==> src/rtl/http_header_end_and_length_detector_core_macros.svh <==
// Assertion macros for the HTTP header end and length detector
`ifndef HTTP_HEADER_END_AND_LENGTH_DETECTOR_CORE_MACROS_SVH
`define HTTP_HEADER_END_AND_LENGTH_DETECTOR_CORE_MACROS_SVH

// checked on every rising edge outside reset
`define HHED_ASSERT(lbl, prop, msg) \
	lbl: assert property (@(posedge clk) disable iff (!arst_n) prop) else $error(msg);

// checked whenever a result word is on offer
`define HHED_ASSERT_OUT(lbl, prop, msg) \
	lbl: assert property (@(posedge clk) disable iff (!arst_n) out_valid |-> (prop)) \
		else $error(msg);

`endif

==> src/rtl/hhed_pkg.sv <==
// Shared types and constants for the HTTP header end and length detector
`timescale 1ns / 1ps

package hhed_pkg;

	localparam int MAX_PACKET_BYTES = 65536;
	localparam int POS_W = $clog2(MAX_PACKET_BYTES + 1);
	localparam int HIST = 14;
	localparam int END_LEN = 4;

	localparam logic [7:0] CH_CR    = 8'h0D;
	localparam logic [7:0] CH_LF    = 8'h0A;
	localparam logic [7:0] CH_TAB   = 8'h09;
	localparam logic [7:0] CH_SP    = 8'h20;
	localparam logic [7:0] CH_PLUS  = 8'h2B;
	localparam logic [7:0] CH_MINUS = 8'h2D;
	localparam logic [7:0] CH_ZERO  = 8'h30;
	localparam logic [7:0] CH_NINE  = 8'h39;

	localparam logic [7:0] BLANK_LINE [END_LEN] = '{CH_CR, CH_LF, CH_CR, CH_LF};

	// "Content-Length"
	localparam logic [7:0] LEN_NAME [HIST] = '{
		8'h43, 8'h6F, 8'h6E, 8'h74, 8'h65, 8'h6E, 8'h74,
		8'h2D, 8'h4C, 8'h65, 8'h6E, 8'h67, 8'h74, 8'h68
	};

	typedef enum logic [2:0] {
		PH_IDLE,
		PH_SKIP,
		PH_SPACE,
		PH_DIGITS,
		PH_DONE
	} phase_t;

	// next-state view of the pattern matcher
	typedef struct packed {
		logic             end_seen;
		logic [POS_W-1:0] end_pos;
		logic             name_seen;
	} mtch_t;

	// next-state view of the number parser
	typedef struct packed {
		logic [31:0] value;
		logic        negative;
		logic        clamped;
	} num_t;

endpackage

==> src/rtl/http_header_end_and_length_detector_core.sv <==
// Top level of the HTTP header end and Content-Length detector.
// Throughput one byte word per cycle while in_ready is high; each byte passes through the input register.
// Results are registered: the last byte passes the input register, where a full result
// register can hold it, and its result word is then offered from the result register.
// in_ready falls only while the staged last byte waits on a full result register.
// arst_n clears all match and parse state; state also clears after every result.
`timescale 1ns / 1ps

module http_header_end_and_length_detector_core (
	input  logic                       clk,
	input  logic                       arst_n,
	input  logic                       in_valid,
	output logic                       in_ready,
	input  logic [7:0]                 data_byte,
	input  logic                       last_byte,
	output logic                       out_valid,
	input  logic                       out_ready,
	output logic                       header_found,
	output logic [16:0]                header_bytes,
	output logic                       length_known,
	output logic [31:0]                body_length,
	output logic                       length_saturated
);
	import hhed_pkg::*;

	`include "http_header_end_and_length_detector_core_macros.svh"

	logic        vld_s1;
	logic [7:0]  data_s1;
	logic        last_s1;
	logic        consume;
	logic        done;
	logic        step;
	logic        name_hit;
	mtch_t       mtch;
	num_t        num;
	logic [31:0] len_val;

	logic        out_valid_q;
	logic        found_q;
	logic [16:0] size_q;
	logic        known_q;
	logic [31:0] length_q;
	logic        sat_q;

	assign consume  = vld_s1 && (!last_s1 || !out_valid_q || out_ready);
	assign done     = consume && last_s1;
	assign in_ready = !vld_s1 || consume;

	always_ff @(posedge clk or negedge arst_n) begin
		if (!arst_n) begin
			vld_s1 <= 1'b0;
		end else if (in_ready) begin
			vld_s1 <= in_valid;
		end
	end

	always_ff @(posedge clk) begin
		if (in_valid && in_ready) begin
			data_s1 <= data_byte;
			last_s1 <= last_byte;
		end
	end

	hhed_match u_match (
		.clk      (clk),
		.arst_n   (arst_n),
		.consume  (consume),
		.clear    (done),
		.data     (data_s1),
		.step     (step),
		.name_hit (name_hit),
		.mtch     (mtch)
	);

	hhed_number u_number (
		.clk      (clk),
		.arst_n   (arst_n),
		.step     (step),
		.clear    (done),
		.name_hit (name_hit),
		.data     (data_s1),
		.num      (num)
	);

	always_comb begin
		priority if (!mtch.name_seen || num.clamped) begin
			len_val = '1;
		end else if (num.negative) begin
			len_val = (~num.value) + 32'd1;
		end else begin
			len_val = num.value;
		end
	end

	always_ff @(posedge clk or negedge arst_n) begin
		if (!arst_n) begin
			out_valid_q <= 1'b0;
		end else if (done) begin
			out_valid_q <= 1'b1;
		end else if (out_ready) begin
			out_valid_q <= 1'b0;
		end
	end

	always_ff @(posedge clk) begin
		if (done) begin
			found_q  <= mtch.end_seen;
			size_q   <= mtch.end_seen ? 17'(mtch.end_pos) : 17'd0;
			known_q  <= mtch.name_seen;
			length_q <= len_val;
			sat_q    <= mtch.name_seen && num.clamped;
		end
	end

	assign out_valid        = out_valid_q;
	assign header_found     = found_q;
	assign header_bytes     = size_q;
	assign length_known     = known_q;
	assign body_length      = length_q;
	assign length_saturated = sat_q;

	`HHED_ASSERT(a_result_from_last, $rose(out_valid_q) |-> $past(done), "result without last word")
	`HHED_ASSERT(a_stall_cause, !in_ready |-> (vld_s1 && last_s1 && out_valid_q), "bad input stall")
	`HHED_ASSERT_OUT(a_size_zero, header_found || header_bytes == 17'd0, "size without header end")
	`HHED_ASSERT_OUT(a_unknown_len, length_known || (body_length == '1 && !length_saturated), "bad unknown length")

endmodule

==> src/rtl/hhed_match.sv <==
// Byte window, position count and blank line / length name matching
`timescale 1ns / 1ps

module hhed_match (
	input  logic                     clk,
	input  logic                     arst_n,
	input  logic                     consume,
	input  logic                     clear,
	input  logic [7:0]               data,
	output logic                     step,
	output logic                     name_hit,
	output hhed_pkg::mtch_t          mtch
);
	import hhed_pkg::*;

	logic [7:0]       hist_q [HIST-1];
	logic [POS_W-1:0] pos_q;
	logic [POS_W-1:0] pos_n;
	logic             end_seen_q;
	logic [POS_W-1:0] end_pos_q;
	logic             name_seen_q;
	logic             end_hit;
	logic             name_eq;
	logic [7:0]       win [HIST];

	always_comb begin
		for (int i = 0; i < HIST - 1; i++) begin
			win[i] = hist_q[i];
		end
		win[HIST-1] = data;
	end

	assign step  = consume && (pos_q < POS_W'(MAX_PACKET_BYTES));
	assign pos_n = pos_q + 1'b1;

	always_comb begin
		end_hit = step && !end_seen_q && (pos_n >= POS_W'(END_LEN));
		for (int i = 0; i < END_LEN; i++) begin
			if (win[HIST-END_LEN+i] != BLANK_LINE[i]) end_hit = 1'b0;
		end
		name_eq = 1'b1;
		for (int i = 0; i < HIST; i++) begin
			if (win[i] != LEN_NAME[i]) name_eq = 1'b0;
		end
	end

	assign name_hit = step && !name_seen_q && (pos_n >= POS_W'(HIST)) && name_eq;

	assign mtch.end_seen  = end_seen_q || end_hit;
	assign mtch.end_pos   = end_hit ? pos_n : end_pos_q;
	assign mtch.name_seen = name_seen_q || name_hit;

	always_ff @(posedge clk or negedge arst_n) begin
		if (!arst_n) begin
			for (int i = 0; i < HIST - 1; i++) begin
				hist_q[i] <= '0;
			end
			pos_q       <= '0;
			end_seen_q  <= 1'b0;
			end_pos_q   <= '0;
			name_seen_q <= 1'b0;
		end else if (clear) begin
			for (int i = 0; i < HIST - 1; i++) begin
				hist_q[i] <= '0;
			end
			pos_q       <= '0;
			end_seen_q  <= 1'b0;
			end_pos_q   <= '0;
			name_seen_q <= 1'b0;
		end else if (step) begin
			for (int i = 0; i < HIST - 2; i++) begin
				hist_q[i] <= hist_q[i+1];
			end
			hist_q[HIST-2] <= data;
			pos_q          <= pos_n;
			end_seen_q     <= mtch.end_seen;
			end_pos_q      <= mtch.end_pos;
			name_seen_q    <= mtch.name_seen;
		end
	end

endmodule

==> src/rtl/hhed_number.sv <==
// Decimal value parser that follows the length name
`timescale 1ns / 1ps

module hhed_number (
	input  logic              clk,
	input  logic              arst_n,
	input  logic              step,
	input  logic              clear,
	input  logic              name_hit,
	input  logic [7:0]        data,
	output hhed_pkg::num_t    num
);
	import hhed_pkg::*;

	phase_t      ph_q, ph_d;
	logic [31:0] val_q, val_d;
	logic        neg_q, neg_d;
	logic        clamp_q, clamp_d;
	logic        is_digit;
	logic        is_space;
	logic [35:0] sum;
	logic [31:0] take_val;
	logic        take_clamp;

	assign is_digit = (data >= CH_ZERO) && (data <= CH_NINE);
	assign is_space = (data == CH_SP) || ((data >= CH_TAB) && (data <= CH_CR));

	// value * 10 + digit as two shifts and two adds
	assign sum = {1'b0, val_q, 3'b000} + {3'b000, val_q, 1'b0} + {32'd0, data[3:0]};

	always_comb begin
		if (clamp_q) begin
			take_val   = val_q;
			take_clamp = 1'b1;
		end else if (sum[35:32] != 4'd0) begin
			take_val   = '1;
			take_clamp = 1'b1;
		end else begin
			take_val   = sum[31:0];
			take_clamp = 1'b0;
		end
	end

	always_comb begin
		ph_d    = ph_q;
		val_d   = val_q;
		neg_d   = neg_q;
		clamp_d = clamp_q;
		if (step) begin
			unique case (ph_q)
				PH_SKIP: begin
					ph_d = PH_SPACE;
				end
				PH_SPACE: begin
					priority if (is_space) begin
						ph_d = PH_SPACE;
					end else if (data == CH_PLUS || data == CH_MINUS) begin
						neg_d = (data == CH_MINUS);
						ph_d  = PH_DIGITS;
					end else if (is_digit) begin
						val_d   = take_val;
						clamp_d = take_clamp;
						ph_d    = PH_DIGITS;
					end else begin
						ph_d = PH_DONE;
					end
				end
				PH_DIGITS: begin
					if (is_digit) begin
						val_d   = take_val;
						clamp_d = take_clamp;
					end else begin
						ph_d = PH_DONE;
					end
				end
				PH_IDLE, PH_DONE: begin
					ph_d = ph_q;
				end
				default: begin
					ph_d = PH_IDLE;
				end
			endcase
		end
		if (name_hit) begin
			ph_d = PH_SKIP;
		end
	end

	assign num.value    = val_d;
	assign num.negative = neg_d;
	assign num.clamped  = clamp_d;

	always_ff @(posedge clk or negedge arst_n) begin
		if (!arst_n) begin
			ph_q    <= PH_IDLE;
			val_q   <= '0;
			neg_q   <= 1'b0;
			clamp_q <= 1'b0;
		end else if (clear) begin
			ph_q    <= PH_IDLE;
			val_q   <= '0;
			neg_q   <= 1'b0;
			clamp_q <= 1'b0;
		end else begin
			ph_q    <= ph_d;
			val_q   <= val_d;
			neg_q   <= neg_d;
			clamp_q <= clamp_d;
		end
	end

endmodule

==> config.mk <==
export PLATFORM = sky130hd
export DESIGN_NAME = http_header_end_and_length_detector_core
export DESIGN_NICKNAME = d
export VERILOG_FILES = /design/src/rtl/hhed_pkg.sv /design/src/rtl/http_header_end_and_length_detector_core.sv /design/src/rtl/hhed_match.sv /design/src/rtl/hhed_number.sv
export VERILOG_INCLUDE_DIRS = /design/src /design/src/rtl
export SDC_FILE = /design/constraint.sdc
export NUM_CORES = 1
export LEC_CHECK = 0
export ABC_AREA = 1
export BUFFER_PORTS_ARGS = -buffer_cell sky130_fd_sc_hd__buf_2
export CORE_MARGIN = 3
export CORE_UTILIZATION = 55
export DETAILED_ROUTE_END_ITERATION = 6
export PLACE_DENSITY = 0.73
export SETUP_SLACK_MARGIN = 0.4
export SYNTH_ARGS = -nofsm -noshare
export SYNTH_HDL_FRONTEND = slang
export SYNTH_SLANG_ARGS = --single-unit
==> constraint.sdc <==
create_clock -name clk -period 4.96 [get_ports clk]
set_clock_uncertainty 0.1 [all_clocks]
set_input_delay 0.744 -clock clk [delete_from_list [all_inputs] [get_ports clk]]
set_output_delay 0.744 -clock clk [all_outputs]
set_load 0.005 [all_outputs]
==> out/qor.yml <==
run_status: "finished, final reports clean"
synth_area_per_cell_um2: 7.61
vias: 13137
drive_gt1_share_pct: 12.2
p_leak_nw: 8.07
end_kind: "flop"
vdd_drop_max_uv: 187
cts_root_buf: "clkbuf_16"
dp_hpwl_um: 28000
cp_max_fo: 24
routed_wl_um: 38300
rsz0062_at_grt: "no"
async_flop_share_pct: 74.6
gr-total-overflow: 0
start_kind: "flop"
post_drt_wl_per_cell_um: 16.4
fillers: 2275
fin_nets: 2054
syn_nets: 2004
rows: 59
seq_area_frac_synth_pct: 43.1
fmax_mhz: 228
initialDrtViolationCount: 1656
seqCellArea_mm2: 0.00631
clk_path_buf_depth: 3
hold_path_class: "in -> async"
post-route-period-util_pct: 88.4
max_stage_delay_ns: 0.58
maxSlewViolCount: 0
hold_viol: 0
grt_pass1_vias: 12214
core_mm2: 0.0261
ys.warnings.count: 0
dr.pass1.iters: 7
multi_input_area_mm2: 0.00686
clkTransAtPathRegs_ns: 0.07
synth-edff-count: 61
cpMostUsedCell: "nand2_1"
utilization_pct: 62.3
die_width_um: 169
antenna_found_initial: 0
worstSetupPathType: "reg -> reg"
grt_pass1_wl_um: 62700
grt_usage_pct: 26.6
slew_headroom_pct: 19.9
fin_tns_setup_ns: 0
tightest_slew_ns: 1.20
grt_max_degree: 114
ctsHtreeMaxLevel: 1
power_per_cell_area_mw_per_mm2: 274
portBuffers: 66
remaining_drc_errors: 0
clk-insertion-delay-late_ns: 0.53
synth_cells: 1923
worst-endpoint-arrival_ns: 4.55
antennaDiodeCount: 0
numCtsBuffers: 25
ios: 67
clkSinkCount: 240
cts_tree: "done"
finalSetupViolations: 0
ys.flop_type: "dfrtp_1"
die_height_um: 169
cp_slowest_cell: "fa_1"
total_power_mw: 4.46
cap_violations: 0
synth_cell_types: 50
min_period_ns: 4.39
ant_nets: 0
worstPathRequired_ns: 5.13
synth_seq_cells: 240
syn2layout_area_growth_pct: 11.1
vias_per_cell: 5.65
dieArea_mm2: 0.0286
synth_area_mm2: 0.0146
initial_utilization_pct: 56.0
gp_congestion: 0.971
what timing repair did:
action | 4_1_cts | 5_1_grt
setup endpoints to repair | 10 | 30
pin swaps | 0 | 7
hold buffers | 0 | 0
resized for setup | 0 | 34
buffers inserted | 1 | 2
final timing paths:
check,from,to,slack [ns],cells past startpoint
max,u_number.val_q[0]$_DFF_PN0_,body_length[20]$_SDFFCE_PP1P_,0.57,28
max reg2reg,u_number.val_q[0]$_DFF_PN0_,body_length[20]$_SDFFCE_PP1P_,0.57,28
min reg2reg,u_match.end_pos_q[0]$_DFFE_PN0P_,u_match.end_pos_q[0]$_DFFE_PN0P_,0.41,2
min in group clk,data_byte[7],data_s1[7]$_DFFE_PP_,0.28,1
min,arst_n,u_match.pos_q[7]$_DFFE_PN0P_,0.24,1
max in group asynchronous,arst_n,u_match.hist_q[9]$_DFFE_PN0P_,3.60,2
logic make-up after synthesis:
kind of cell / synth area share (%)
and+or+nand+nor: 28.7
DFF: 43.1
xor gates and xnor gates: 1.61
buffers and inverters: 10.6
adders and majority gates: 5.91
AOI/OAI and AO/OA: 10.0
placed cells by master (no fill, tap or decap), types with 34 or more instances in the layout:
cell type / netlist / final
inv_1: 319 / 310
o21ai_0: 35 / 34
dfrtp_1: 179 / 178
nand2_1: 450 / 441
edfxtp_1: 61 / 61
o22ai_1: 112 / 112
ha_1: 66 / 65
a21oi_1: 42 / 42
buf_2: 11 / 65
nor2_1: 223 / 218
nand4_1: 67 / 67
nand3_1: 121 / 121
sequential cells by signal, summed over array words and instances (netlist names), 3 cells and up:
signal / cells
u_match.hist_q: 104
body_length: 32
u_number.val_q: 32
header_bytes: 17
u_match.end_pos_q: 17
u_match.pos_q: 17
data_s1: 8
u_number.ph_q: 3
worst max-delay path, delay by kind of cell (launching register included):
kind | cells | cell delay (ns)
adders and majority gates | 2 | 0.98
and+or+nand+nor | 22 | 2.17
buffers and inverters | 4 | 0.41
DFF | 1 | 0.45
metrics by stage:
stage / area, um2 / hold WS, ns / setup WS, ns / std cells
after floorplan: 14600 / 0.348 / 0.853 / 1923
after global placement: 15300 / 0.392 / 0.503 / 2278
after detailed placement: 15300 / 0.403 / 0.380 / 2278
after CTS: 16200 / 0.263 / 0.415 / 2325
after global routing: 16300 / 0.262 / 0.355 / 2327
final: 16300 / 0.237 / 0.573 / 2327
synth_stat cells (6+ instances only):
master | instances | area [um2]
nor3_1 | 14 | 70.1
nor4_1 | 10 | 62.6
dfrtp_1 | 179 | 4480
nand2_2 | 17 | 106
o31ai_1 | 7 | 52.6
buf_2 | 11 | 55.1
nand4_1 | 67 | 419
nand3_1 | 121 | 606
nor2_1 | 223 | 837
inv_2 | 18 | 67.6
or2_2 | 10 | 62.6
edfxtp_1 | 61 | 1830
a21oi_1 | 42 | 210
ha_1 | 66 | 826
o22ai_1 | 112 | 701
o21ai_1 | 6 | 30.0
o21ai_0 | 35 | 175
clkbuf_1 | 40 | 150
xor2_1 | 17 | 149
nor2_2 | 13 | 81.3
a21oi_2 | 11 | 96.3
o21bai_1 | 6 | 45.0
nand3b_1 | 6 | 45.0
buf_4 | 6 | 45.0
nand2_1 | 450 | 1690
xnor2_1 | 10 | 87.6
inv_1 | 319 | 1200
layout make-up:
class                      count  area share (%)
multi-input combinational   1283            42.1
sequential                   240            38.8
inverter                     337            7.79
clock buffer                  31            4.29
timing repair buffer          86            3.30
tap                          335            2.58
clock inverter                15            1.10
power breakdown:
| group | switching [mW] | internal [mW] | total, mW |
|---|---|---|---|
| combinational | 0.242 | 0.0955 | 0.338 |
| sequential | 0.0450 | 2.11 | 2.16 |
| clock | 0.800 | 1.17 | 1.97 |
| total | 1.09 | 3.38 | 4.46 |
per-layer routing:
metal / routed length [um] / GRT usage (%) / vias to the layer above
li1: - / - / 6370
met1: 17400 / 39.4 / 6158
met2: 17000 / 41.7 / 532
met3: 3140 / 4.57 / 77
met4: 780 / 5.09 / 0
met5: 0 / 0 / -
No activity file was read; power rests on OpenSTA's default activity.
